--- src/rtl/core/bpc_pkg.sv ---
// ----------------------------------------------------------------------------
// bpc_pkg
// Shared widths, types, constants and the arctangent table for the bearing
// core.
// ----------------------------------------------------------------------------
package bpc_pkg;

  localparam int COORD_WIDTH       = 16;
  localparam int CORDIC_ITERATIONS = 20;

  localparam int TABLE_LEN  = 28;
  localparam int N_ITER     = (CORDIC_ITERATIONS > TABLE_LEN) ? TABLE_LEN : CORDIC_ITERATIONS;
  localparam int VEC_SHIFT  = 24;
  localparam int ANG_FRAC   = 16;
  localparam int DIFF_W     = COORD_WIDTH + 1;
  // scaled difference plus headroom for the CORDIC gain and the sqrt(2) diagonal
  localparam int VEC_W      = DIFF_W + VEC_SHIFT + 3;
  localparam int ANG_W      = 33;
  localparam int HEADING_W  = 16;
  localparam int ROUND_W    = ANG_W - 1 - ANG_FRAC + 1;

  typedef logic signed [COORD_WIDTH-1:0] coord_t;
  typedef logic signed [DIFF_W-1:0]      diff_t;
  typedef logic signed [VEC_W-1:0]       vec_t;
  typedef logic signed [ANG_W-1:0]       ang_t;
  typedef logic [ANG_W-2:0]              angu_t;
  typedef logic [ROUND_W-1:0]            round_t;
  typedef logic [HEADING_W-1:0]          heading_t;

  localparam ang_t   HALF_TURN = ANG_W'(64'd18000 << ANG_FRAC);
  localparam ang_t   FULL_TURN = ANG_W'(64'd36000 << ANG_FRAC);
  localparam round_t TURN_CDEG = ROUND_W'(36000);

  // per-stage control that travels with each item
  typedef struct packed {
    logic valid;
    logic zero;   // both differences zero: heading forced to 0
  } bpc_ctl_t;

  // atan(2^-i) in units of 2^-16 centidegree
  function automatic ang_t atan_entry(input int i);
    ang_t v;
    case (i)
      0:       v = ANG_W'(294912000);
      1:       v = ANG_W'(174096719);
      2:       v = ANG_W'(91987925);
      3:       v = ANG_W'(46694507);
      4:       v = ANG_W'(23437865);
      5:       v = ANG_W'(11730358);
      6:       v = ANG_W'(5866610);
      7:       v = ANG_W'(2933484);
      8:       v = ANG_W'(1466765);
      9:       v = ANG_W'(733385);
      10:      v = ANG_W'(366693);
      11:      v = ANG_W'(183346);
      12:      v = ANG_W'(91673);
      13:      v = ANG_W'(45837);
      14:      v = ANG_W'(22918);
      15:      v = ANG_W'(11459);
      16:      v = ANG_W'(5730);
      17:      v = ANG_W'(2865);
      18:      v = ANG_W'(1432);
      19:      v = ANG_W'(716);
      20:      v = ANG_W'(358);
      21:      v = ANG_W'(179);
      22:      v = ANG_W'(90);
      23:      v = ANG_W'(45);
      24:      v = ANG_W'(22);
      25:      v = ANG_W'(11);
      26:      v = ANG_W'(6);
      27:      v = ANG_W'(3);
      default: v = '0;
    endcase
    return v;
  endfunction

endpackage

--- src/rtl/core/bpc_post.sv ---
// ----------------------------------------------------------------------------
// bpc_post
// Two stages: wrap the angle into one turn, then round to centidegrees.
// The second stage is the block's output register.
// ----------------------------------------------------------------------------
module bpc_post
  import bpc_pkg::*;
(
  input  logic      clk,
  input  logic      rst_n,
  input  logic      en,
  input  bpc_ctl_t  ctl_i,
  input  ang_t      z_i,
  output logic      valid_o,
  output heading_t  heading_o
);

  bpc_ctl_t ctl_r;
  angu_t    zw_r, zw_nxt;
  ang_t     zs;
  logic     valid_r;
  heading_t heading_r, heading_nxt;
  round_t   rnd;

  always_comb begin
    if (z_i[ANG_W-1]) begin
      zs = z_i + FULL_TURN;
    end else if (z_i >= FULL_TURN) begin
      zs = z_i - FULL_TURN;
    end else begin
      zs = z_i;
    end
    zw_nxt = zs[ANG_W-2:0];
  end

  // add one half, drop the fraction
  assign rnd = round_t'(zw_r[ANG_W-2:ANG_FRAC]) + round_t'(zw_r[ANG_FRAC-1]);

  always_comb begin
    if (ctl_r.zero) begin
      heading_nxt = '0;
    end else if (rnd >= TURN_CDEG) begin
      heading_nxt = HEADING_W'(rnd - TURN_CDEG);
    end else begin
      heading_nxt = HEADING_W'(rnd);
    end
  end

  always_ff @(posedge clk) begin
    if (!rst_n) begin
      ctl_r   <= '0;
      valid_r <= 1'b0;
    end else if (en) begin
      ctl_r   <= ctl_i;
      valid_r <= ctl_r.valid;
    end
  end

  always_ff @(posedge clk) begin
    if (en) begin
      zw_r      <= zw_nxt;
      heading_r <= heading_nxt;
    end
  end

  assign valid_o   = valid_r;
  assign heading_o = heading_r;

endmodule

--- config.mk ---
export PLATFORM = sky130hd
export DESIGN_NAME = bpc_post
export DESIGN_NICKNAME = d
export VERILOG_FILES = /design/src/rtl/core/bpc_pkg.sv /design/src/rtl/core/bpc_post.sv
export SDC_FILE = /design/constraint.sdc
export NUM_CORES = 1
export LEC_CHECK = 0
export CORE_MARGIN = 3
export CORE_UTILIZATION = 40
export DETAILED_ROUTE_END_ITERATION = 6
export DONT_BUFFER_PORTS = 1
export PLACE_DENSITY_LB_ADDON = 0.12
export REMOVE_ABC_BUFFERS = 1
export SYNTH_ARGS = -nofsm -noshare
export SYNTH_HDL_FRONTEND = slang
export SYNTH_SLANG_ARGS = --single-unit
--- constraint.sdc ---
create_clock -name clk -period 4.1 [get_ports clk]
set_input_delay 0.41 -clock clk [delete_from_list [all_inputs] [get_ports clk]]
set_output_delay 0.41 -clock clk [all_outputs]
set_load 0.05 [all_outputs]
== After elaboration in Yosys (flattened, before gate mapping) ==
Cells that the tools add are included.
Operators by class
  add/sub/neg operators: 4
  magnitude comparators: 2
  muxes and demuxes: 3
Operators by type and width (number)
  2-to-1 mux 32 bit: 2
  >= comparator 33 bit, second input constant: 1
  adder 32 bit, second input constant: 1
  subtractor 32 bit, second input constant: 1
  adder 16 x 1 -> 17 bit: 1
  >= comparator 17 x 16 -> 1 bit, second input constant: 1
  2-to-1 mux 16 bit: 1
  subtractor 16 bit, second input constant: 1
Word-level totals
  bits in registers: 51
  input bits: 38
  output and inout port bits: 17

== Depth between registers and ports, before layout ==
Gate-level depths: netlist of the first run.
  depth after elaboration: 3
  gate-level depth with buffers: 12
  depth with buffers taken out: 11

== Worst setup path before layout of the first run ==
Ideal clock, no wire load.
  kind: register -> register
  start: register zw_r[15]
  end: register heading_r[10] (netlist: heading_o[10]) (data pin)
  library setup time: 0.262 ns
  arrival time: 2.725 ns
  setup slack: 1.113 ns
  stages on the path, launching flop included: 13
  buffers on the path: 2
  clock period less this slack: 2.987 ns
  path through: edfxtp_1 ha_1 ha_1 and3_1 buf_6 nand3_1 xor2_1 ha_1 o21a_4 a21o_1 buf_6 a211oi_1 mux2_1
Between the ends
  word-level cells in the longest chain between the ends: 3
  elaborated cells on any way between the ends: 4
  those cells by class: add/sub (2); order compare (1); mux (1)
RTL lines
  from (decl): line bpc_post.sv:19  | angu_t zw_r, zw_nxt;
  from (signal assigned): line bpc_post.sv:61  | zw_r <= zw_nxt;
  adder 16 x 1 -> 17 bit *: line bpc_post.sv:37  | assign rnd = round_t'(zw_r[ANG_W-2:ANG_FRAC]) + round_t'(zw_r[ANG_FRAC-1]);
  subtractor 16 bit / >= comparator 17 x 16 -> 1 bit (equally long branches): line bpc_post.sv:43, bpc_post.sv:42
  2-to-1 mux 16 bit *: line bpc_post.sv:42  | end else if (rnd >= TURN_CDEG) begin
  to (signal assigned): line bpc_post.sv:62  | heading_r <= heading_nxt;
  to (decl): line bpc_post.sv:22  | heading_t heading_r, heading_nxt;
Every way passes the cells marked *; elsewhere a longest branch is shown, timed or not.
A chain may end at the register's enable or synchronous reset.

== Final worst setup path of the first run ==
  start: register zw_r[15]
  end: register heading_r[7] (netlist: heading_o[7]) (data pin)
The elaborated chain is that of the path after synthesis.

==> results of run 1 <==
layout by cell type (no fill, tap or decap), types with 4 or more instances in the layout:
master	n
clkbuf_8	5
edfxtp_1	33
xnor2_1	11
mux2_1	5
nand2_1	16
nor2_1	21
a21oi_1	7
ha_1	5
nand3_1	8
nand2b_1	4
nor3_1	10
nand4_1	5
a211oi_1	8
inv_1	6
mux2i_1	8
nor2b_1	10
xor2_1	15
o31ai_1	7
nor4_1	6
o211ai_1	4
layout make-up:
class,count,area [sq um],area share [%]
Multi-Input combinational cell,204,1490,54.5
Sequential cell,36,1050,38.4
Tap cell,75,93.8,3.43
Clock buffer,6,72.6,2.65
Inverter,6,22.5,0.824
Clock inverter,1,5.00,0.183
Yosys cell counts, types with 5 or more instances:
| master | n |
|---|---|
| edfxtp_1 | 33 |
| nor2_1 | 21 |
| nand2_1 | 16 |
| xor2_1 | 15 |
| xnor2_1 | 11 |
| nor2b_1 | 10 |
| nor3_1 | 10 |
| a211oi_1 | 8 |
| mux2i_1 | 8 |
| nand3_1 | 8 |
| a21oi_1 | 7 |
| o31ai_1 | 7 |
| inv_1 | 6 |
| nor4_1 | 6 |
| clkbuf_1 | 5 |
| ha_1 | 5 |
| mux2_1 | 5 |
| nand4_1 | 5 |
cells by family (layout without fill, tap and decap cells):
kind of cell / count (synthesis) / count (layout) / synth area share [%]
buffers and inverters: 18 / 13 / 3.56
flip-flops: 36 / 36 / 39.9
AND/OR/NAND/NOR: 107 / 107 / 24.4
multiplexers: 15 / 15 / 6.03
adder cells (fa/ha/maj): 5 / 5 / 2.38
XOR/XNOR: 26 / 26 / 8.65
AO/OA/AOI/OAI: 51 / 51 / 15.1
registers in the layout, indices dropped and copies added (netlist names):
| name | cells |
|---|---|
| valid_o | 1 |
| zw_r | 17 |
| ctl_r | 2 |
| heading_o | 16 |
worst max path at each step:
stage	cells after the start	slack, ns	end	from
floorplan	10	1.10	heading_o[10]$_SDFFCE_PP0P_	zw_r[15]$_DFFE_PP_
global placement	10	0.83	heading_o[10]$_SDFFCE_PP0P_	zw_r[15]$_DFFE_PP_
detailed placement	10	0.79	heading_o[7]$_SDFFCE_PP0P_	zw_r[15]$_DFFE_PP_
CTS	10	0.79	heading_o[7]$_SDFFCE_PP0P_	zw_r[15]$_DFFE_PP_
global route	10	0.54	heading_o[10]$_SDFFCE_PP0P_	zw_r[15]$_DFFE_PP_
finish	10	0.81	heading_o[7]$_SDFFCE_PP0P_	zw_r[15]$_DFFE_PP_
power by group through the flow:
| stage | clock network [uW] | registers, uW | logic [uW] |
|---|---|---|---|
| 2_1_floorplan | 0 | 562 | 152 |
| 3_3_place_gp | 0 | 572 | 181 |
| 3_5_place_dp | 0 | 572 | 182 |
| 4_1_cts | 242 | 564 | 183 |
| 5_1_grt | 256 | 571 | 208 |
| 6_report | 229 | 564 | 182 |
worst max-delay path: cells and delay by family, from the launching register on:
family,cells,cell delay (ns)
DFF,1,0.33
xor gates and xnor gates,1,0.19
muxes,1,0.34
AOI/OAI and AO/OA,3,0.84
and+or+nand+nor,2,0.48
adders and majority gates,3,0.85
per-stage QoR:
stage / setup WS [ns] / cells / utilization [%] / hold WS [ns] / power [uW]
finish: 0.808 / 328 / 44.6 / 0.217 / 976
global route: 0.539 / 328 / 44.6 / 0.202 / 1030
CTS: 0.792 / 328 / 44.6 / 0.206 / 990
detailed placement: 0.795 / 321 / 43.3 / 0.509 / 755
global placement: 0.833 / 321 / 43.3 / 0.504 / 753
floorplan: 1.10 / 246 / - / 0.482 / 713
routing by layer:
layer | global-route usage, % | vias up | routed length [um]
li1 | - | 967 | -
met1 | 17.3 | 867 | 2310
met2 | 23.7 | 58 | 2420
met3 | 3.97 | 7 | 264
met4 | 5.86 | 0 | 95
met5 | 0 | - | 0
==> results.sh, run 1 <==
export IMPL_pwr_share_comb_pct=18.7
export IMPL_rrSetupSlack_ns=0.81
export IMPL_die_area_sq_mm=0.00759
export IMPL_vias=1899
export IMPL_skew_ns=0.00358
export IMPL_avgViaCountPerCell=5.79
export IMPL_fin_area_sq_mm=0.00273
export IMPL_grt_usage_pct=14.3
export IMPL_yosys_warnings=0
export IMPL_area_growth_pct=3.80
export IMPL_cts_tree="yes"
export IMPL_syn_area_sq_mm=0.00263
export IMPL_critPathLaunchType="flip-flop"
export IMPL_r2r_end="heading_o[7]$_SDFFCE_PP0P_"
export IMPL_grt_max_degree=37
export IMPL_globalRouteOverflowTotal=0
export IMPL_postRouteAntennaNets=0
export IMPL_max_slew_margin_pct=45.0
export IMPL_period_needed_ns=3.29
export IMPL_ys_seq_elements=36
export IMPL_ys_seq_area_share_pct=39.9
export IMPL_internal_power_uw=655
export IMPL_holdPathStages=0
export IMPL_crit_type="reg -> reg"
export IMPL_setup_tns_ns=0
export IMPL_start_util_pct=43.0
export IMPL_end_kind="flip-flop"
export IMPL_wire_per_inst_um=15.5
export IMPL_hpwl_um=3930
export IMPL_required_ns=4.14
export IMPL_post_cts_resized=0
export IMPL_syn_area_per_cell_sq_um=10.2
export IMPL_rsz0062_at_grt="false"
export IMPL_seq_power_share_pct=57.8
export IMPL_cpPeakStageDelay_ns=0.35
export IMPL_cts_sinks=36
export IMPL_fmax_mhz=304
export IMPL_synth_top_area_share_pct=37.6
export IMPL_num_rows=28
export IMPL_insertion_delay_ns=0.28
export IMPL_power_density_mw_per_mm2=357
export IMPL_antenna_found_initial=0
export IMPL_cp_slowest_cell="and3_1"
export IMPL_crit_chain="ha_1, ha_1, and3_1, nand3_1, xor2_1, ha_1, o21a_4, a21o_1, a211oi_1, mux2_1"
export IMPL_cts_root_buf="clkbuf_8"
export IMPL_antennaDiodeCount=0
export IMPL_hp_class="in -> reg"
export IMPL_power_leakage_uw=0.000908
export IMPL_worstMarginPinSlew_ns=0.802
export IMPL_drc=0
export IMPL_holdPathEnd="zw_r[15]$_DFFE_PP_"
export IMPL_drv_cap=0
export IMPL_cts_buffers=5
export IMPL_hold_start="z_i[15]"
export IMPL_clkPwrFrac_pct=23.5
export IMPL_chipWidth_um=87.1
export IMPL_htree_num_levels=2
export IMPL_core_area_sq_mm=0.00613
export IMPL_synth_main_ff_cell="edfxtp_1"
export IMPL_post_dp_cell_area_sq_mm=0.00266
export IMPL_finalHoldViolations=0
export IMPL_place_congestion=0.822
export IMPL_final_setup_viol_count=0
export IMPL_cts_max_path_buffers=2
export IMPL_grt_pass1_vias=1834
export IMPL_drive_above_1_share_pct=9.49
export IMPL_status="finished clean"
export IMPL_fillCellCount=565
export IMPL_critPathMaxFanout=9
export IMPL_drtIter0Drc=128
export IMPL_switching_share_pct=32.8
export IMPL_ys_async_sr_fraction_pct=0
export IMPL_dr_pass1_iters=4
export IMPL_synth_area_leaders="edfxtp_1 (38%), xor2_1 (5.0%), xnor2_1 (3.7%), mux2i_1 (3.0%), nor2_1 (3.0%)"
export IMPL_reg2regPathDepth=10
export IMPL_fp_dieH_um=87.1
export IMPL_postCtsSetupBuffers=0
export IMPL_port_buffers=0
export IMPL_grt_pass1_wl_um=8550
export IMPL_reg2reg_from="zw_r[15]$_DFFE_PP_"
export IMPL_ir_drop_v=0.000177
export IMPL_min_period_over_period_pct=80.3
export IMPL_cp_common_cell="ha_1"
export IMPL_cts_hold_fix_buffers=0
export IMPL_synth_edf_count=33
export IMPL_ys_types=60
export IMPL_fin_nets=296
export IMPL_cp_arrival_ns=3.33
export IMPL_slew_violations=0
export IMPL_wl_um=5090
export IMPL_syn_inst=258
export IMPL_switching_power_uw=320
export IMPL_ioPinCount=55
export IMPL_yosysTopAreaCell="edfxtp_1"
export IMPL_cts_reportedPaths_clkPinSlew_ns=0.07
Power figures use the tool's default switching activity.
==> run 2: changes to the inputs <==
clock period = 3.17 ns   (was 4.1 ns; I/O delays follow)
==> run 2 against run 1 <==
Effect of this change:
- via count increased by 1.8%
- cell area increased by 3.2%
- wire length up 1.6%
- global-route usage fell by 0.14 points
- critical endpoint unchanged
==> results.sh, run 2 (synthesized netlist as in run 1, its figures left out) <==
export IMPL_hpwl_um=4060
export IMPL_max_slew_margin_pct=52.5
export IMPL_hp_class="in -> reg"
export IMPL_cts_reportedPaths_clkPinSlew_ns=0.07
export IMPL_chipWidth_um=87.1
export IMPL_hold_slack_ns=0.123
export IMPL_place_congestion=0.830
export IMPL_required_ns=3.20
export IMPL_mostFrequentLayoutCell="edfxtp_1"
export IMPL_final_cell_mix="edfxtp_1 (33), nor2_1 (21), nand2_1 (16)"
export IMPL_globalRouteOverflowTotal=0
export IMPL_cp_slowest_cell="edfxtp_1"
export IMPL_cts_max_path_buffers=2
export IMPL_area_growth_pct=7.17
export IMPL_crit_chain="ha_2, ha_2, and3_1, nand3_1, xor2_1, ha_1, o21a_4, a21o_1, a211oi_1, mux2_1"
export IMPL_fmax_mhz=341
export IMPL_port_buffers=0
export IMPL_drive_above_1_share_pct=14.1
export IMPL_cts_root_buf="clkbuf_8"
export IMPL_finalHoldViolations=0
export IMPL_skew_ns=0.00371
export IMPL_core_area_sq_mm=0.00613
export IMPL_worstMarginPinSlew_ns=0.712
export IMPL_avgViaCountPerCell=5.72
export IMPL_final_setup_viol_count=0
export IMPL_cp_arrival_ns=2.97
export IMPL_fin_ws_ns=0.235
export IMPL_num_rows=28
export IMPL_regMostFlops="zw_r"
export IMPL_cts_hold_fix_buffers=0
export IMPL_fillCellCount=585
export IMPL_drv_cap=0
export IMPL_period_needed_ns=2.93
export IMPL_drtIter0Drc=76
export IMPL_cpPeakStageDelay_ns=0.34
export IMPL_die_area_sq_mm=0.00759
export IMPL_largest_reg_flops=17
export IMPL_wl_um=5170
export IMPL_power_leakage_uw=0.000951
export IMPL_grt_max_degree=37
export IMPL_fin_nets=305
export IMPL_grt_usage_pct=14.1
export IMPL_cts_buffers=5
export IMPL_fp_dieH_um=87.1
export IMPL_rsz0062_at_grt="false"
export IMPL_ioPinCount=55
export IMPL_setup_tns_ns=0
export IMPL_ir_drop_v=0.000258
export IMPL_htree_num_levels=2
export IMPL_antennaDiodeCount=0
export IMPL_postRouteAntennaNets=0
export IMPL_grt_pass1_wl_um=8490
export IMPL_critPathMaxFanout=9
export IMPL_dr_pass1_iters=4
export IMPL_min_period_over_period_pct=92.6
export IMPL_wire_per_inst_um=15.3
export IMPL_cts_tree="yes"
export IMPL_cts_sinks=36
export IMPL_seqCellArea_sq_mm=0.00105
export IMPL_start_util_pct=43.0
export IMPL_status="finished clean"
export IMPL_multi_input_area_sq_mm=0.00151
export IMPL_pre_cts_slack_ns=0.119
export IMPL_crit_type="reg -> reg"
export IMPL_end_kind="flip-flop"
export IMPL_vias=1933
export IMPL_insertion_delay_ns=0.28
export IMPL_cp_common_cell="ha_2"
export IMPL_antenna_found_initial=0
export IMPL_power_density_mw_per_mm2=457
export IMPL_critPathLaunchType="flip-flop"
export IMPL_slew_violations=0
export IMPL_drc=0
export IMPL_grt_pass1_vias=1871
run 2: cell types whose count changed in the layout (fill, tap and decap cells not counted):
cell,delta
xor2_2,+1
a211oi_1,-1
xor2_1,-1
a211oi_2,+1
buf_4,+9
clkbuf_1,+1
ha_2,+2
ha_1,-2
run 2: worst max-delay path: cells and delay by family, from the launching register on:
kind            cells  cell delay [ns]
compound gates      3             0.81
xor+xnor            1             0.18
fa+ha+maj           3             0.74
flops               1             0.34
mux                 1             0.34
simple gates        2             0.27
run 2: stage by stage:
step | instance area [sq um] | util [%] | total power, uW | cells
finish | 2820 | 46.0 | 1290 | 338
global placement | 2720 | 44.4 | 987 | 330
detailed placement | 2720 | 44.4 | 990 | 330
global route | 2820 | 46.0 | 1360 | 338
floorplan | 2560 | - | 923 | 246
CTS | 2810 | 45.8 | 1300 | 338
run 2: where the power goes:
part	switching [uW]	internal, uW
Combinational	139	123
Clock	153	154
Sequential	132	589
Total	423	866
run 2: timing repair:
action | 4_1_cts | 5_1_grt
gates resized for setup | 0 | 4
setup buffers | 0 | 0
setup endpoints to repair | 0 | 4
run 2: final cells by class:
cell class	instances	area share, %
repair buffers	9	2.39
inverters	6	0.798
clock inverters	1	0.177
well taps	75	3.32
flip-flops and latches	36	37.2
clock buffers	7	2.70
multi-input cells	204	53.4
run 2: worst paths after layout:
check             slack (ns)                         end                  start  cells past startpoint
setup reg to reg        0.24  heading_o[7]$_SDFFCE_PP0P_     zw_r[15]$_DFFE_PP_                     10
hold reg to reg         0.53        valid_o$_SDFFE_PN0P_  ctl_r[1]$_SDFFE_PN0P_                      2
setup / recovery        0.24  heading_o[7]$_SDFFCE_PP0P_     zw_r[15]$_DFFE_PP_                     10
hold / removal          0.12          zw_r[18]$_DFFE_PP_                z_i[18]                      0
run 2: per-layer routing:
metal | global-route usage (%) | share of wire [%] | routed length, um | up-vias
li1 | - | - | - | 985
met1 | 16.4 | 46 | 2370 | 899
met2 | 24.7 | 48 | 2490 | 43
met3 | 3.97 | 4.5 | 234 | 6
met4 | 5.02 | 1.5 | 77 | 0
met5 | 0 | 0 | 0 | -
