$ cat src/rtl/core/bpc_pkg.sv
// ----------------------------------------------------------------------------
// bpc_pkg
// Shared widths, types, constants and the arctangent table for the bearing
// core.
// ----------------------------------------------------------------------------
package bpc_pkg;

  localparam int COORD_WIDTH       = 16;
  localparam int CORDIC_ITERATIONS = 20;

  localparam int TABLE_LEN  = 28;
  localparam int N_ITER     = (CORDIC_ITERATIONS > TABLE_LEN) ? TABLE_LEN : CORDIC_ITERATIONS;
  localparam int VEC_SHIFT  = 24;
  localparam int ANG_FRAC   = 16;
  localparam int DIFF_W     = COORD_WIDTH + 1;
  // scaled difference plus headroom for the CORDIC gain and the sqrt(2) diagonal
  localparam int VEC_W      = DIFF_W + VEC_SHIFT + 3;
  localparam int ANG_W      = 33;
  localparam int HEADING_W  = 16;
  localparam int ROUND_W    = ANG_W - 1 - ANG_FRAC + 1;

  typedef logic signed [COORD_WIDTH-1:0] coord_t;
  typedef logic signed [DIFF_W-1:0]      diff_t;
  typedef logic signed [VEC_W-1:0]       vec_t;
  typedef logic signed [ANG_W-1:0]       ang_t;
  typedef logic [ANG_W-2:0]              angu_t;
  typedef logic [ROUND_W-1:0]            round_t;
  typedef logic [HEADING_W-1:0]          heading_t;

  localparam ang_t   HALF_TURN = ANG_W'(64'd18000 << ANG_FRAC);
  localparam ang_t   FULL_TURN = ANG_W'(64'd36000 << ANG_FRAC);
  localparam round_t TURN_CDEG = ROUND_W'(36000);

  // per-stage control that travels with each item
  typedef struct packed {
    logic valid;
    logic zero;   // both differences zero: heading forced to 0
  } bpc_ctl_t;

  // atan(2^-i) in units of 2^-16 centidegree
  function automatic ang_t atan_entry(input int i);
    ang_t v;
    case (i)
      0:       v = ANG_W'(294912000);
      1:       v = ANG_W'(174096719);
      2:       v = ANG_W'(91987925);
      3:       v = ANG_W'(46694507);
      4:       v = ANG_W'(23437865);
      5:       v = ANG_W'(11730358);
      6:       v = ANG_W'(5866610);
      7:       v = ANG_W'(2933484);
      8:       v = ANG_W'(1466765);
      9:       v = ANG_W'(733385);
      10:      v = ANG_W'(366693);
      11:      v = ANG_W'(183346);
      12:      v = ANG_W'(91673);
      13:      v = ANG_W'(45837);
      14:      v = ANG_W'(22918);
      15:      v = ANG_W'(11459);
      16:      v = ANG_W'(5730);
      17:      v = ANG_W'(2865);
      18:      v = ANG_W'(1432);
      19:      v = ANG_W'(716);
      20:      v = ANG_W'(358);
      21:      v = ANG_W'(179);
      22:      v = ANG_W'(90);
      23:      v = ANG_W'(45);
      24:      v = ANG_W'(22);
      25:      v = ANG_W'(11);
      26:      v = ANG_W'(6);
      27:      v = ANG_W'(3);
      default: v = '0;
    endcase
    return v;
  endfunction

endpackage

$ cat src/rtl/core/bpc_prep.sv
// ----------------------------------------------------------------------------
// bpc_prep
// Two stages: coordinate differences, then scaling into the CORDIC vector
// (dy, -dx) with the half-turn pre-rotation for a negative x.
// ----------------------------------------------------------------------------
module bpc_prep
  import bpc_pkg::*;
(
  input  logic      clk,
  input  logic      rst_n,
  input  logic      en,
  input  logic      valid_i,
  input  coord_t    robot_x,
  input  coord_t    robot_y,
  input  coord_t    goal_x,
  input  coord_t    goal_y,
  output bpc_ctl_t  ctl_o,
  output vec_t      x_o,
  output vec_t      y_o,
  output ang_t      z_o
);

  logic  valid_a_r;
  diff_t dx_r, dy_r;
  diff_t dx_nxt, dy_nxt;

  bpc_ctl_t ctl_r, ctl_nxt;
  vec_t     x_r, y_r, x_nxt, y_nxt;
  ang_t     z_r, z_nxt;
  vec_t     dx_s, dy_s;

  assign dx_nxt = diff_t'({goal_x[COORD_WIDTH-1], goal_x})
                - diff_t'({robot_x[COORD_WIDTH-1], robot_x});
  assign dy_nxt = diff_t'({goal_y[COORD_WIDTH-1], goal_y})
                - diff_t'({robot_y[COORD_WIDTH-1], robot_y});

  always_comb begin
    dx_s          = vec_t'(dx_r) <<< VEC_SHIFT;
    dy_s          = vec_t'(dy_r) <<< VEC_SHIFT;
    ctl_nxt.valid = valid_a_r;
    ctl_nxt.zero  = (dx_r == '0) && (dy_r == '0);
    if (dy_r[DIFF_W-1]) begin
      // turn by a half circle so the vector lies in the right half plane
      x_nxt = -dy_s;
      y_nxt = dx_s;
      z_nxt = HALF_TURN;
    end else begin
      x_nxt = dy_s;
      y_nxt = -dx_s;
      z_nxt = '0;
    end
  end

  always_ff @(posedge clk) begin
    if (!rst_n) begin
      valid_a_r <= 1'b0;
      ctl_r     <= '0;
    end else if (en) begin
      valid_a_r <= valid_i;
      ctl_r     <= ctl_nxt;
    end
  end

  always_ff @(posedge clk) begin
    if (en) begin
      dx_r <= dx_nxt;
      dy_r <= dy_nxt;
      x_r  <= x_nxt;
      y_r  <= y_nxt;
      z_r  <= z_nxt;
    end
  end

  assign ctl_o = ctl_r;
  assign x_o   = x_r;
  assign y_o   = y_r;
  assign z_o   = z_r;

endmodule

$ cat config.mk
export PLATFORM = sky130hd
export DESIGN_NAME = bpc_prep
export DESIGN_NICKNAME = d
export VERILOG_FILES = /design/src/rtl/core/bpc_pkg.sv /design/src/rtl/core/bpc_prep.sv
export SDC_FILE = /design/constraint.sdc
export NUM_CORES = 1
export LEC_CHECK = 0
export ABC_AREA = 1
export BUFFER_PORTS_ARGS = -buffer_cell sky130_fd_sc_hd__buf_4
export CORE_MARGIN = 8
export CORE_UTILIZATION = 52
export DETAILED_ROUTE_END_ITERATION = 8
export PLACE_DENSITY = 0.81
export SLEW_MARGIN = 40
export SYNTH_ARGS = -nofsm -noshare
export SYNTH_HDL_FRONTEND = slang
export SYNTH_SLANG_ARGS = --single-unit
export TNS_END_PERCENT = 20
$ cat constraint.sdc
create_clock -name clk -period 2.1 [get_ports clk]
set_clock_uncertainty 0.15 [all_clocks]
set_input_delay 0.21 -clock clk [delete_from_list [all_inputs] [get_ports clk]]
set_output_delay 0.21 -clock clk [all_outputs]
set_load 0.01 [all_outputs]
Word level (Yosys, flattened, before mapping)
Index checks and enable logic that the tools add are counted.

storage, ports and cells
  register bits = 158
  input port bits = 68
  output and inout port bits = 123
  logic and storage cells = 20

cells by class
  add/sub/neg operators = 4
  multiplexer cells = 3
  reduce and logical (&&, ||, !) cells = 3

operators with widths
  kind                 count
  $neg A41 Y44         2
  $mux W44             1
  $mux W40             1
  $logic_not A17 Y1    2
  $sub A16 B16 Y17     2
  $mux W31             1
  $logic_and A1 B1 Y1  1

Longest topological paths before layout
Gate-level depths: netlist of run 1.

  depth in word-level cells = 2
  depth in mapped cells = 12
  gate-level depth less buffers = 12

Worst setup path before layout of run 1
No wires, ideal clock.

  path kind = reg-to-reg
  start point = register dy_r[0]
  end point = register x_r[40] (netlist: x_o[40]) (data pin)
  setup time = 0.249 ns
  data arrival time = 1.416 ns
  required time = 1.701 ns
  setup slack = 0.285 ns
  cell stages (with the launch flop) = 10
  buffers on the path = 0
  period minus slack after synthesis = 1.815 ns
  cell sequence = edfxtp_1 inv_1 ha_1 nand3_1 nor2_1 nand3_1 nor4_1 ha_1 nand2_1 inv_1

on the way
  longest elaborated chain between the ends = 1

RTL lines
  what                      line            RTL
  start: declaration        bpc_prep.sv:24  diff_t dx_r, dy_r;
  start signal: assignment  bpc_prep.sv:67  dy_r <= dy_nxt;
  $neg A41 Y44              bpc_prep.sv:44  x_nxt = -dy_s;
  end signal: assignment    bpc_prep.sv:68  x_r <= x_nxt;
  end: declaration          bpc_prep.sv:28  vec_t x_r, y_r, x_nxt, y_nxt;

Every way passes these cells.
A chain may end at the register's enable or synchronous reset.

Worst setup path after layout of run 1
  start point = register dx_r[0]
  end point = register y_r[40] (netlist: y_o[40]) (data pin)

on the way
  longest elaborated chain between the ends = 2

RTL lines
  what                      line            RTL
  start: declaration        bpc_prep.sv:24
  start signal: assignment  bpc_prep.sv:66  dx_r <= dx_nxt;
  $neg A41 Y44              bpc_prep.sv:49  y_nxt = -dx_s;
  $mux W44                  bpc_prep.sv:42  if (dy_r[DIFF_W-1]) begin
  net y_nxt[40]             bpc_prep.sv:28
  end signal: assignment    bpc_prep.sv:69  y_r <= y_nxt;
  end: declaration          bpc_prep.sv:28

The timed path passes the listed nets, and every way through them passes these cells.

==> metrics.cfg, run 1 <==
[run_status]
status = completed

[setup_path]
worstPathMaxFanout = 5
required_ns = 2.03
regToRegSetupSlack_ns = 0.14
startpoint_type = register
endpoint_kind = register
criticalPathCategory = reg -> reg
cp.arrival_ns = 1.88

[pwr]
switchingPower_mw = 1.47
p_leak_nw = 3.97
clock_power_share_pct = 30.6
p_per_area_mw_per_mm2 = 727
ir_drop_v = 0.000630
pwr-share-comb_pct = 27.6
p_seq_share_pct = 41.8
p_int_mw = 3.66
p_total_mw = 5.13
switching_share_pct = 28.7

[routing]
routed-wl-met3_um = 1030
drc = 0
viasPerCell = 4.39
num_vias = 4619
route.met2.wl_um = 4840
drt_first_iter_violations = 210
drt-wirelength-per-cell_um = 10.8
ant_nets = 0
firstDrtPassIters = 4
wl_um = 11400
highest_layer = met4
wl_met1_um = 5360

[grt]
grt_pass1_vias = 4202
grt_overflow = 0
grt_usage_pct = 15.1
grt_max_degree = 41
antenna_found_initial = 0
grt_pass1_wl_um = 18600

[synth]
synthCells = 779
synth_top_area_share_pct = 37.9
synth_area_per_cell_um2 = 7.63
synth_seq_cells = 78
synth.most_common_cell = nand2_1
yosys_warnings = 0
synth_area_mm2 = 0.00595
yosys-top-cells-area = edfxtp_1 38%, nand2_1 15%, inv_1 10%
synth-edff-count = 75
synth-seq-area-share_pct = 38.9
async_flop_share_pct = 0
ys_types = 29
synth_commonest_cells = 244 x nand2_1, 162 x inv_1, 80 x buf_4, 75 x edfxtp_1, 37 x nand3_1
ys.flop_type = edfxtp_1
synth.largest_area_cell = edfxtp_1

[cells_and_area]
area_growth_syn_to_layout_pct = 18.7
multi_input_area_mm2 = 0.00271
nets = 1011
diodes = 0
fin_util_pct = 62.6
layout-drive-gt1-share_pct = 16.2
regArea_mm2 = 0.00231
fillers = 986

[clocking]
clk_latency_ns = 0.32
cts_max_level = 3
cts.clk_slew.worst_paths_ns = 0.05
cts_tree = built
cts_buffer_depth = 2
numCtsBuffers = 9
cts_sinks = 78
cts-root-buf = clkbuf_16

[placement]
port_buffers = 114
place_ws_ns = 0.0463
place.gp.congestion = 0.846
post-dp-hpwl_um = 9630

[floorplanning]
die_h_um = 123
die_area_mm2 = 0.0151
io_pins = 191
die_x_um = 123
core.rowCount = 39
initial_core_util_pct = 52.8
coreArea_mm2 = 0.0113

[timing]
fin_crit_sh_pct = 93.3
postLayoutSetupSlackWorst_ns = 0.141
period_needed_ns = 1.96
setup_viol = 0
max_freq_ghz = 0.510
slew_viol_final = 0
hold_viol_final = 0
rsz0062_at_grt = yes

[run]
drv_cap = 0

[hold_path]
hp-class = in -> reg

-- cell families (layout without fill, tap and decap cells) --
kind of cell	count (synthesis)	in the layout	share of synthesized area [%]
DFF	78	78	38.9
xor gates and xnor gates	35	35	5.15
other	1	79	0.0631
adders and majority gates	38	38	8.25
and+or+nand+nor	345	345	23.9
AOI/OAI and AO/OA	35	35	3.07
buffers and inverters	247	300	20.7
-- critical path, stage by stage, from the launching register on --
cell and delay, ns:
edfxtp_1 0.37, inv_1 0.09, ha_1 0.20, nand4_1 0.16, inv_2 0.12, nand4_1 0.09
nor3_2 0.14, ha_1 0.26, nand2_1 0.07, nand2_1 0.06
-- flip-flops by register name, indices dropped and copies added (netlist names) --
| name | count |
|---|---|
| ctl_o | 2 |
| dx_r | 17 |
| dy_r | 17 |
| valid_a_r | 1 |
| x_o | 20 |
| y_o | 20 |
| z_o | 1 |
-- power by group through the flow --
stage / Clock, mW / Sequential (mW) / Combinational [mW]
floorplan: 0 / 2.22 / 0.945
global placement: 0 / 2.17 / 1.39
detailed placement: 0 / 2.18 / 1.41
CTS: 1.61 / 2.15 / 1.42
global route: 1.67 / 2.18 / 1.61
finish: 1.57 / 2.14 / 1.42
-- routing by layer --
metal	global-route usage [%]	up-vias
met3	3.24	9
met2	23.4	150
met5	0	-
met4	6.93	0
met1	19.9	1973
li1	-	2487
-- per-stage QoR --
| step | TNS, ns | area [µm²] | instances | hold slack (ns) |
|---|---|---|---|---|
| floorplan | 0 | 6240 | 857 | 0.172 |
| detailed placement | 0 | 6700 | 1034 | 0.284 |
| CTS | 0 | 7050 | 1053 | 0.115 |
| finish | 0 | 7060 | 1053 | 0.126 |
| global route | -0.0134 | 7060 | 1053 | 0.124 |
| global placement | 0 | 6700 | 1034 | 0.280 |
-- cells in the final DEF, fill, tap and decap left out, types with 2 or more instances in the layout --
cell type	netlist	layout
buf_4	80	117
xnor2_1	6	6
xor2_1	29	29
fa_1	2	2
nand4_1	3	3
dlygate4sd3_1	0	3
clkbuf_16	0	9
nor2_1	35	34
nand3b_1	4	4
clkbuf_8	0	4
nor2_2	3	4
nor2_4	2	2
nand2_1	244	244
inv_1	162	161
a21oi_1	23	23
nand3_1	37	37
edfxtp_1	75	75
ha_1	36	36
nor3_1	11	10
or2_1	3	3
clkinv_2	0	2
inv_2	1	2
dfxtp_1	3	3
conb_1	1	79
o21ai_0	8	8
-- cell type report --
cell class / instances / area share [%]
multi-input combinational: 532 / 38.4
clock inverter: 3 / 0.567
inverter: 163 / 8.67
clock buffer: 13 / 3.97
sequential: 78 / 32.7
timing repair buffer: 121 / 13.1
tap: 143 / 2.53
-- final timing paths --
| path | startpoint | to | cells past startpoint |
|---|---|---|---|
| worst min-delay path | robot_y[0] | dy_r[0]$_DFFE_PP_ | 3 |
| worst max-delay path | dx_r[0]$_DFFE_PP_ | y_o[40]$_DFFE_PP_ | 9 |
| worst max register to register | dx_r[0]$_DFFE_PP_ | y_o[40]$_DFFE_PP_ | 9 |
| worst min register to register | dx_r[0]$_DFFE_PP_ | y_o[24]$_DFFE_PP_ | 0 |
-- timing repair --
action / 4_1_cts / 5_1_grt
buffers inserted: 0 / 0
resized for setup: 0 / 4
hold endpoints to repair: 2 / 0
endpoints found under the setup margin: 0 / 3
hold buffers: 3 / 0
Note: power is estimated with default switching activity, not from simulation.
==> run 2, diff against run 1 <==
- clock period: 2.1 -> 2 ns (I/O delays scaled with it)
==> run 2 against run 1 <==
Sequential share of layout area is 0.12 points lower. Die area unchanged. Global-route usage down 0.058 points. Largest cell class unchanged. Maximum frequency rose by 3.3%. Largest power group unchanged.
==> metrics.cfg, run 2 (synthesized netlist as in run 1, its figures left out) <==
[routing]
drc = 0  ; unchanged
firstDrtPassIters = 4  ; unchanged
num_vias = 4661  ; was 4619
wl_um = 11300  ; was 11400 µm
ant_nets = 0  ; unchanged
drt-wirelength-per-cell_um = 10.7  ; was 10.8 µm
drt_first_iter_violations = 225  ; was 210
viasPerCell = 4.41  ; was 4.39

[hold_path]
hold_depth = 3  ; unchanged
hp-class = in -> reg  ; unchanged
hold_start = robot_y[0]  ; unchanged

[cells_and_area]
design_area_mm2 = 0.00709  ; was 0.00706 mm²
layout_commonest_cell = nand2_1  ; unchanged
nets = 1014  ; was 1011
layout-drive-gt1-share_pct = 16.8  ; was 16.2%
area_growth_syn_to_layout_pct = 19.1  ; was 18.7%
diodes = 0  ; unchanged
mostFrequentLayoutCells = 244 x nand2_1, 160 x inv_1, 120 x buf_4  ; was 244 x nand2_1, 161 x inv_1, 117 x buf_4

[placement]
port_buffers = 114  ; unchanged
place_area_mm2 = 0.00670  ; about the same
post-dp-hpwl_um = 9540  ; was 9630 µm
place.gp.congestion = 0.855  ; was 0.846

[setup_path]
criticalPathCategory = reg -> reg  ; unchanged
r2r-end = x_o[40]$_SDFFCE_PN0P_  ; was y_o[40]$_DFFE_PP_
cp.arrival_ns = 1.84  ; was 1.88 ns
regToRegSetupSlack_ns = 0.10  ; was 0.14 ns
worstSetupEndpoint = x_o[40]$_SDFFCE_PN0P_  ; was y_o[40]$_DFFE_PP_
worstPathMaxFanout = 3  ; was 5
startpoint = dy_r[0]$_DFFE_PP_  ; was dx_r[0]$_DFFE_PP_
required_ns = 1.94  ; was 2.03 ns
rr_worst_depth = 9  ; unchanged
r2r-start = dy_r[0]$_DFFE_PP_  ; was dx_r[0]$_DFFE_PP_
endpoint_kind = register  ; unchanged
startpoint_type = register  ; unchanged

[floorplanning]
die_h_um = 123  ; unchanged
die_area_mm2 = 0.0151  ; unchanged
initial_core_util_pct = 52.8  ; unchanged
io_pins = 191  ; unchanged
die_x_um = 123  ; unchanged
core.rowCount = 39  ; unchanged
coreArea_mm2 = 0.0113  ; unchanged

[pwr]
pwr-share-comb_pct = 28.6  ; was 27.6%
p_total_mw = 5.26  ; was 5.13 mW
clock_power_share_pct = 28.6  ; was 30.6%
ir_drop_v = 0.000501  ; was 0.000630 V
p_leak_nw = 3.97  ; about the same
switchingPower_mw = 1.57  ; was 1.47 mW
p_seq_share_pct = 42.9  ; was 41.8%
p_per_area_mw_per_mm2 = 742  ; was 727 mW/mm²
switching_share_pct = 29.8  ; was 28.7%
p_int_mw = 3.69  ; was 3.66 mW

[grt]
grt_max_degree = 28  ; was 41
grt_pass1_wl_um = 18500  ; was 18600 µm
grt_usage_pct = 15.0  ; was 15.1%
grt_pass1_vias = 4217  ; was 4202
antenna_found_initial = 0  ; unchanged
grt_overflow = 0  ; unchanged

[timing]
rsz0062_at_grt = yes  ; unchanged
fin_crit_sh_pct = 94.9  ; was 93.3%
max_freq_ghz = 0.527  ; was 0.510 GHz
setup_viol = 0  ; unchanged
hold_viol_final = 0  ; unchanged
period_needed_ns = 1.90  ; was 1.96 ns
slew_viol_final = 0  ; unchanged

[clocking]
cts-root-buf = clkbuf_16  ; unchanged
cts_max_level = 3  ; unchanged
cts_sinks = 78  ; unchanged
cts_buffer_depth = 2  ; unchanged
cts.clk_slew.worst_paths_ns = 0.05  ; about the same
cts_tree = built  ; unchanged
clk_latency_ns = 0.33  ; was 0.32 ns
numCtsBuffers = 9  ; unchanged

[run_status]
status = completed  ; unchanged

[run]
drv_cap = 0  ; unchanged

## run 2: power by group through the flow
stage	Combinational (mW)	Sequential, mW	Clock [mW]
after global routing	1.71	2.29	1.61
after CTS	1.49	2.26	1.54
final	1.50	2.26	1.50
after detailed placement	1.48	2.29	0
after floorplan	0.992	2.33	0
after global placement	1.46	2.28	0
## run 2: how the worst min path moves through the flow
stage	endpoint	slack, ns
2_1_floorplan	dx_r[0]$_DFFE_PP_	0.16
3_3_place_gp	x_o[24]$_DFFE_PP_	0.28
3_5_place_dp	y_o[24]$_DFFE_PP_	0.29
4_1_cts	dy_r[0]$_DFFE_PP_	0.11
5_1_grt	dy_r[0]$_DFFE_PP_	0.13
6_report	dy_r[0]$_DFFE_PP_	0.13
## run 2: area by class of cell
cell class | instances | area (µm²)
clock buffers | 13 | 270
fillers | 1021 | 4190
inverters | 163 | 612
clock inverters | 3 | 17.5
well taps | 143 | 179
multi-input cells | 532 | 2740
flip-flops and latches | 78 | 2310
repair buffers | 124 | 951
## run 2: worst max-delay path, stage by stage, from the launching register on
cell and delay (ns):
edfxtp_1 0.39, inv_2 0.09, ha_4 0.14, nand3_4 0.09, nor2_4 0.13, nand3_2 0.08
nor4_2 0.22, ha_1 0.26, nand2_1 0.06, inv_1 0.03
## run 2: layer usage
metal / vias to the layer above / share of wire, % / routed length, µm / track usage, %
met5: - / 0 / 0 / 0
met4: 0 / 1.4 / 162 / 6.17
met3: 10 / 9.2 / 1040 / 3.24
met2: 168 / 42 / 4720 / 22.9
met1: 1977 / 48 / 5430 / 20.4
li1: 2506 / - / - / -
## run 2: what timing repair did
item / 4_1_cts / 5_1_grt
hold buffers: 3 / 0
endpoints found under the setup margin: 0 / 3
endpoints found under the hold margin: 3 / 0
gates resized for setup: 0 / 11
buffers inserted: 0 / 2
## run 2: through the flow
step           setup TNS [ns]  util [%]  instances  setup slack, ns  hold WS, ns
5_1_grt               -0.0217      62.9       1056          -0.0217        0.130
2_1_floorplan               0         -        857            0.185        0.162
4_1_cts                     0      62.3       1054           0.0116        0.111
6_report                    0      62.9       1056            0.103        0.125
3_3_place_gp                0      59.5       1035           0.0618        0.280
3_5_place_dp                0      59.5       1035           0.0239        0.288
==> run 3, diff against run 2 <==
- ABC_AREA: 1 -> unset
- CORE_UTILIZATION: 52 -> 51
- PLACE_DENSITY: 0.81 -> 0.82
==> run 3 against run 2 <==
The flow now finishes with violations (negative setup slack). Maximum frequency decreased by 20%. Critical path depth down 3. Wire length is 10% higher. Synthesized cell count is 32% lower.
==> metrics.cfg, run 3 <==
[run_status]
status = finished, violations left  ; was completed
violations = negative setup slack

[synth]
synth_seq_cells = 78  ; unchanged
synthCells = 528  ; was 779
synth.most_common_cell = buf_4  ; was nand2_1
synth-edff-count = 75  ; unchanged
yosys-top-cells-area = edfxtp_1 42%, buf_4 11%, ha_1 8.5%  ; was edfxtp_1 38%, nand2_1 15%, inv_1 10%
synth.largest_area_cell = edfxtp_1  ; unchanged
yosys_warnings = 0  ; unchanged
synth_area_mm2 = 0.00531  ; was 0.00595 mm²
ys.flop_type = edfxtp_1  ; unchanged
synth_commonest_cells = 80 x buf_4, 75 x edfxtp_1, 58 x inv_1, 36 x ha_1, 35 x nand2_1  ; was 244 x nand2_1, 162 x inv_1, 80 x buf_4, 75 x edfxtp_1, 37 x nand3_1
synth_top_area_share_pct = 42.4  ; was 37.9%
synth-seq-area-share_pct = 43.5  ; was 38.9%
async_flop_share_pct = 0  ; unchanged
ys_types = 51  ; was 29
synth_area_per_cell_um2 = 10.1  ; was 7.63 µm²

[clocking]
cts.clk_slew.worst_paths_ns = 0.08  ; was 0.05 ns
cts_buffer_depth = 2  ; unchanged
clk_latency_ns = 0.35  ; was 0.33 ns
cts-root-buf = clkbuf_8  ; was clkbuf_16
cts_max_level = 3  ; unchanged
numCtsBuffers = 9  ; unchanged
cts_tree = built  ; unchanged
cts_sinks = 78  ; unchanged

[grt]
antenna_found_initial = 0  ; unchanged
grt_usage_pct = 17.5  ; was 15.0%
grt_max_degree = 37  ; was 28
grt_pass1_wl_um = 20500  ; was 18500 µm
grt_pass1_vias = 4478  ; was 4217
grt_overflow = 0  ; unchanged

[setup_path]
worstPathMaxFanout = 3  ; unchanged
max_stage_delay_ns = 0.47  ; was 0.39 ns
required_ns = 1.95  ; was 1.94 ns
regToRegSetupSlack_ns = -0.38  ; was 0.10 ns
endpoint_kind = register  ; unchanged
cp_cell_sequence = nor3_2 > nand3_1 > or3_4 > or4_4 > o41ai_2 > xnor2_1  ; was inv_2 > ha_4 > nand3_4 > nor2_4 > nand3_2 > nor4_2 > ha_1 > nand2_1 > inv_1
cp.arrival_ns = 2.33  ; was 1.84 ns
rr_worst_depth = 6  ; was 9
crit_family = simple AND/OR/NAND/NOR gates  ; unchanged
startpoint_type = register  ; unchanged
path_buf_inv = 0  ; was 2
criticalPathCategory = reg -> reg  ; unchanged
slowest_stage = or4_4  ; was edfxtp_1
r2r-start = dy_r[2]$_DFFE_PP_  ; was dy_r[0]$_DFFE_PP_
r2r-end = x_o[37]$_DFFE_PP_  ; was x_o[40]$_SDFFCE_PN0P_

[placement]
place_ws_ns = -0.327  ; was 0.0239 ns
place_area_mm2 = 0.00658  ; was 0.00670 mm²
port_buffers = 114  ; unchanged
post-dp-hpwl_um = 9950  ; was 9540 µm
place.gp.congestion = 0.824  ; was 0.855

[routing]
num_vias = 4174  ; was 4661
drt_first_iter_violations = 300  ; was 225
viasPerCell = 4.83  ; was 4.41
drt-wirelength-per-cell_um = 14.4  ; was 10.7 µm
ant_nets = 0  ; unchanged
firstDrtPassIters = 5  ; was 4
wl_um = 12500  ; was 11300 µm
drc = 0  ; unchanged

[timing]
whs_ns = 0.105  ; was 0.125 ns
rsz0062_at_grt = yes  ; unchanged
max_freq_ghz = 0.421  ; was 0.527 GHz
setup_viol = 6  ; was 0
fin_crit_sh_pct = 119  ; was 94.9%
hold_viol_final = 0  ; unchanged
period_needed_ns = 2.38  ; was 1.90 ns
slew_viol_final = 0  ; unchanged
postLayoutSetupSlackWorst_ns = -0.376  ; was 0.103 ns

[floorplanning]
coreArea_mm2 = 0.0102  ; was 0.0113 mm²
initial_core_util_pct = 51.9  ; was 52.8%
die_area_mm2 = 0.0139  ; was 0.0151 mm²
die_x_um = 118  ; was 123 µm
die_h_um = 118  ; was 123 µm
core.rowCount = 37  ; was 39
io_pins = 191  ; unchanged

[pwr]
p_leak_nw = 3.29  ; was 3.97 nW
ir_drop_v = 0.000337  ; was 0.000501 V
p_per_area_mw_per_mm2 = 743  ; was 742 mW/mm²

[hold_path]
hold_start = en  ; was robot_y[0]
holdPathEnd = y_o[24]$_DFFE_PP_  ; was dy_r[0]$_DFFE_PP_
hp-class = in -> reg  ; unchanged
hold_depth = 1  ; was 3

[cells_and_area]
nets = 830  ; was 1014
layout_commonest_cell = buf_4  ; was nand2_1
diodes = 0  ; unchanged
design_area_mm2 = 0.00694  ; was 0.00709 mm²
area_growth_syn_to_layout_pct = 30.7  ; was 19.1%
layout-drive-gt1-share_pct = 32.2  ; was 16.8%
mostFrequentLayoutCells = 192 x buf_4, 79 x conb_1, 75 x edfxtp_1  ; was 244 x nand2_1, 160 x inv_1, 120 x buf_4
fillers = 750  ; was 1021

[run]
drv_cap = 0  ; unchanged

-- run 3: changes by cell type in the layout (fill, tap and decap cells not counted), sizes merged, moves of 9 or more --
cell and delta:
nand2b +11, a31oi +9, nand3 -28, nand2 -210, inv -105, xnor2 +28, nor2 -18, buf +72
xor2 -12, a21oi +10
-- run 3: what timing repair did --
item	CTS	global route
buffers inserted	2	2
pin swaps	3	8
endpoints found under the hold margin	3	0
hold buffers	2	0
gates resized for setup	5	22
endpoints found under the setup margin	10	19
-- run 3: routing by layer --
layer	wire [µm]	global-route usage, %	vias to the layer above
met5	0	0	-
met4	63	6.41	0
met3	773	4.56	4
met2	6420	30.4	168
met1	5240	20.2	1938
li1	-	-	2064
-- run 3: worst max path at each step --
stage	startpoint	to	slack, ns	depth (start not counted)
final	dy_r[2]$_DFFE_PP_	x_o[37]$_DFFE_PP_	-0.38	6
after CTS	dy_r[2]$_DFFE_PP_	x_o[37]$_DFFE_PP_	-0.31	6
after detailed placement	goal_x[0]	dx_r[14]$_DFFE_PP_	-0.33	10
after global routing	dy_r[2]$_DFFE_PP_	x_o[37]$_DFFE_PP_	-0.47	6
after floorplan	dy_r[4]$_DFFE_PP_	x_o[37]$_DFFE_PP_	-0.20	6
after global placement	robot_y[0]	dy_r[14]$_DFFE_PP_	-0.26	9
-- run 3: kinds of logic after synthesis --
family / after synthesis / share of synthesized area, %
buffers and inverters: 146 / 16.0
and+or+nand+nor: 116 / 11.0
AOI/OAI and AO/OA: 95 / 11.2
DFF: 78 / 43.5
xor gates and xnor gates: 51 / 8.41
adders and majority gates: 38 / 9.24
muxes: 3 / 0.589
other: 1 / 0.0706
-- run 3: final cells by class --
type                       instances  area, µm²  share of cell area (%)
clock buffer                       9        124                    1.78
clock inverter                     7       88.8                    1.28
inverter                          58        218                    3.14
multi-input combinational        382       2550                    36.7
sequential                        78       2310                    33.3
tap                              136        170                    2.45
timing repair buffer             195       1480                    21.3
-- run 3: where the power goes --
group          switching (mW)  internal, mW
Combinational           0.823         0.816
Clock                   0.557         0.695
Sequential              0.134          2.13
-- run 3: per-stage QoR --
stage	power [mW]	utilization [%]	instances	TNS (ns)
2_1_floorplan	3.21	-	606	-0.898
3_3_place_gp	3.78	64.3	843	-3.43
3_5_place_dp	3.87	64.3	843	-5.20
4_1_cts	5.13	66.9	863	-1.11
5_1_grt	5.43	67.8	865	-1.89
6_report	5.16	67.8	865	-1.23
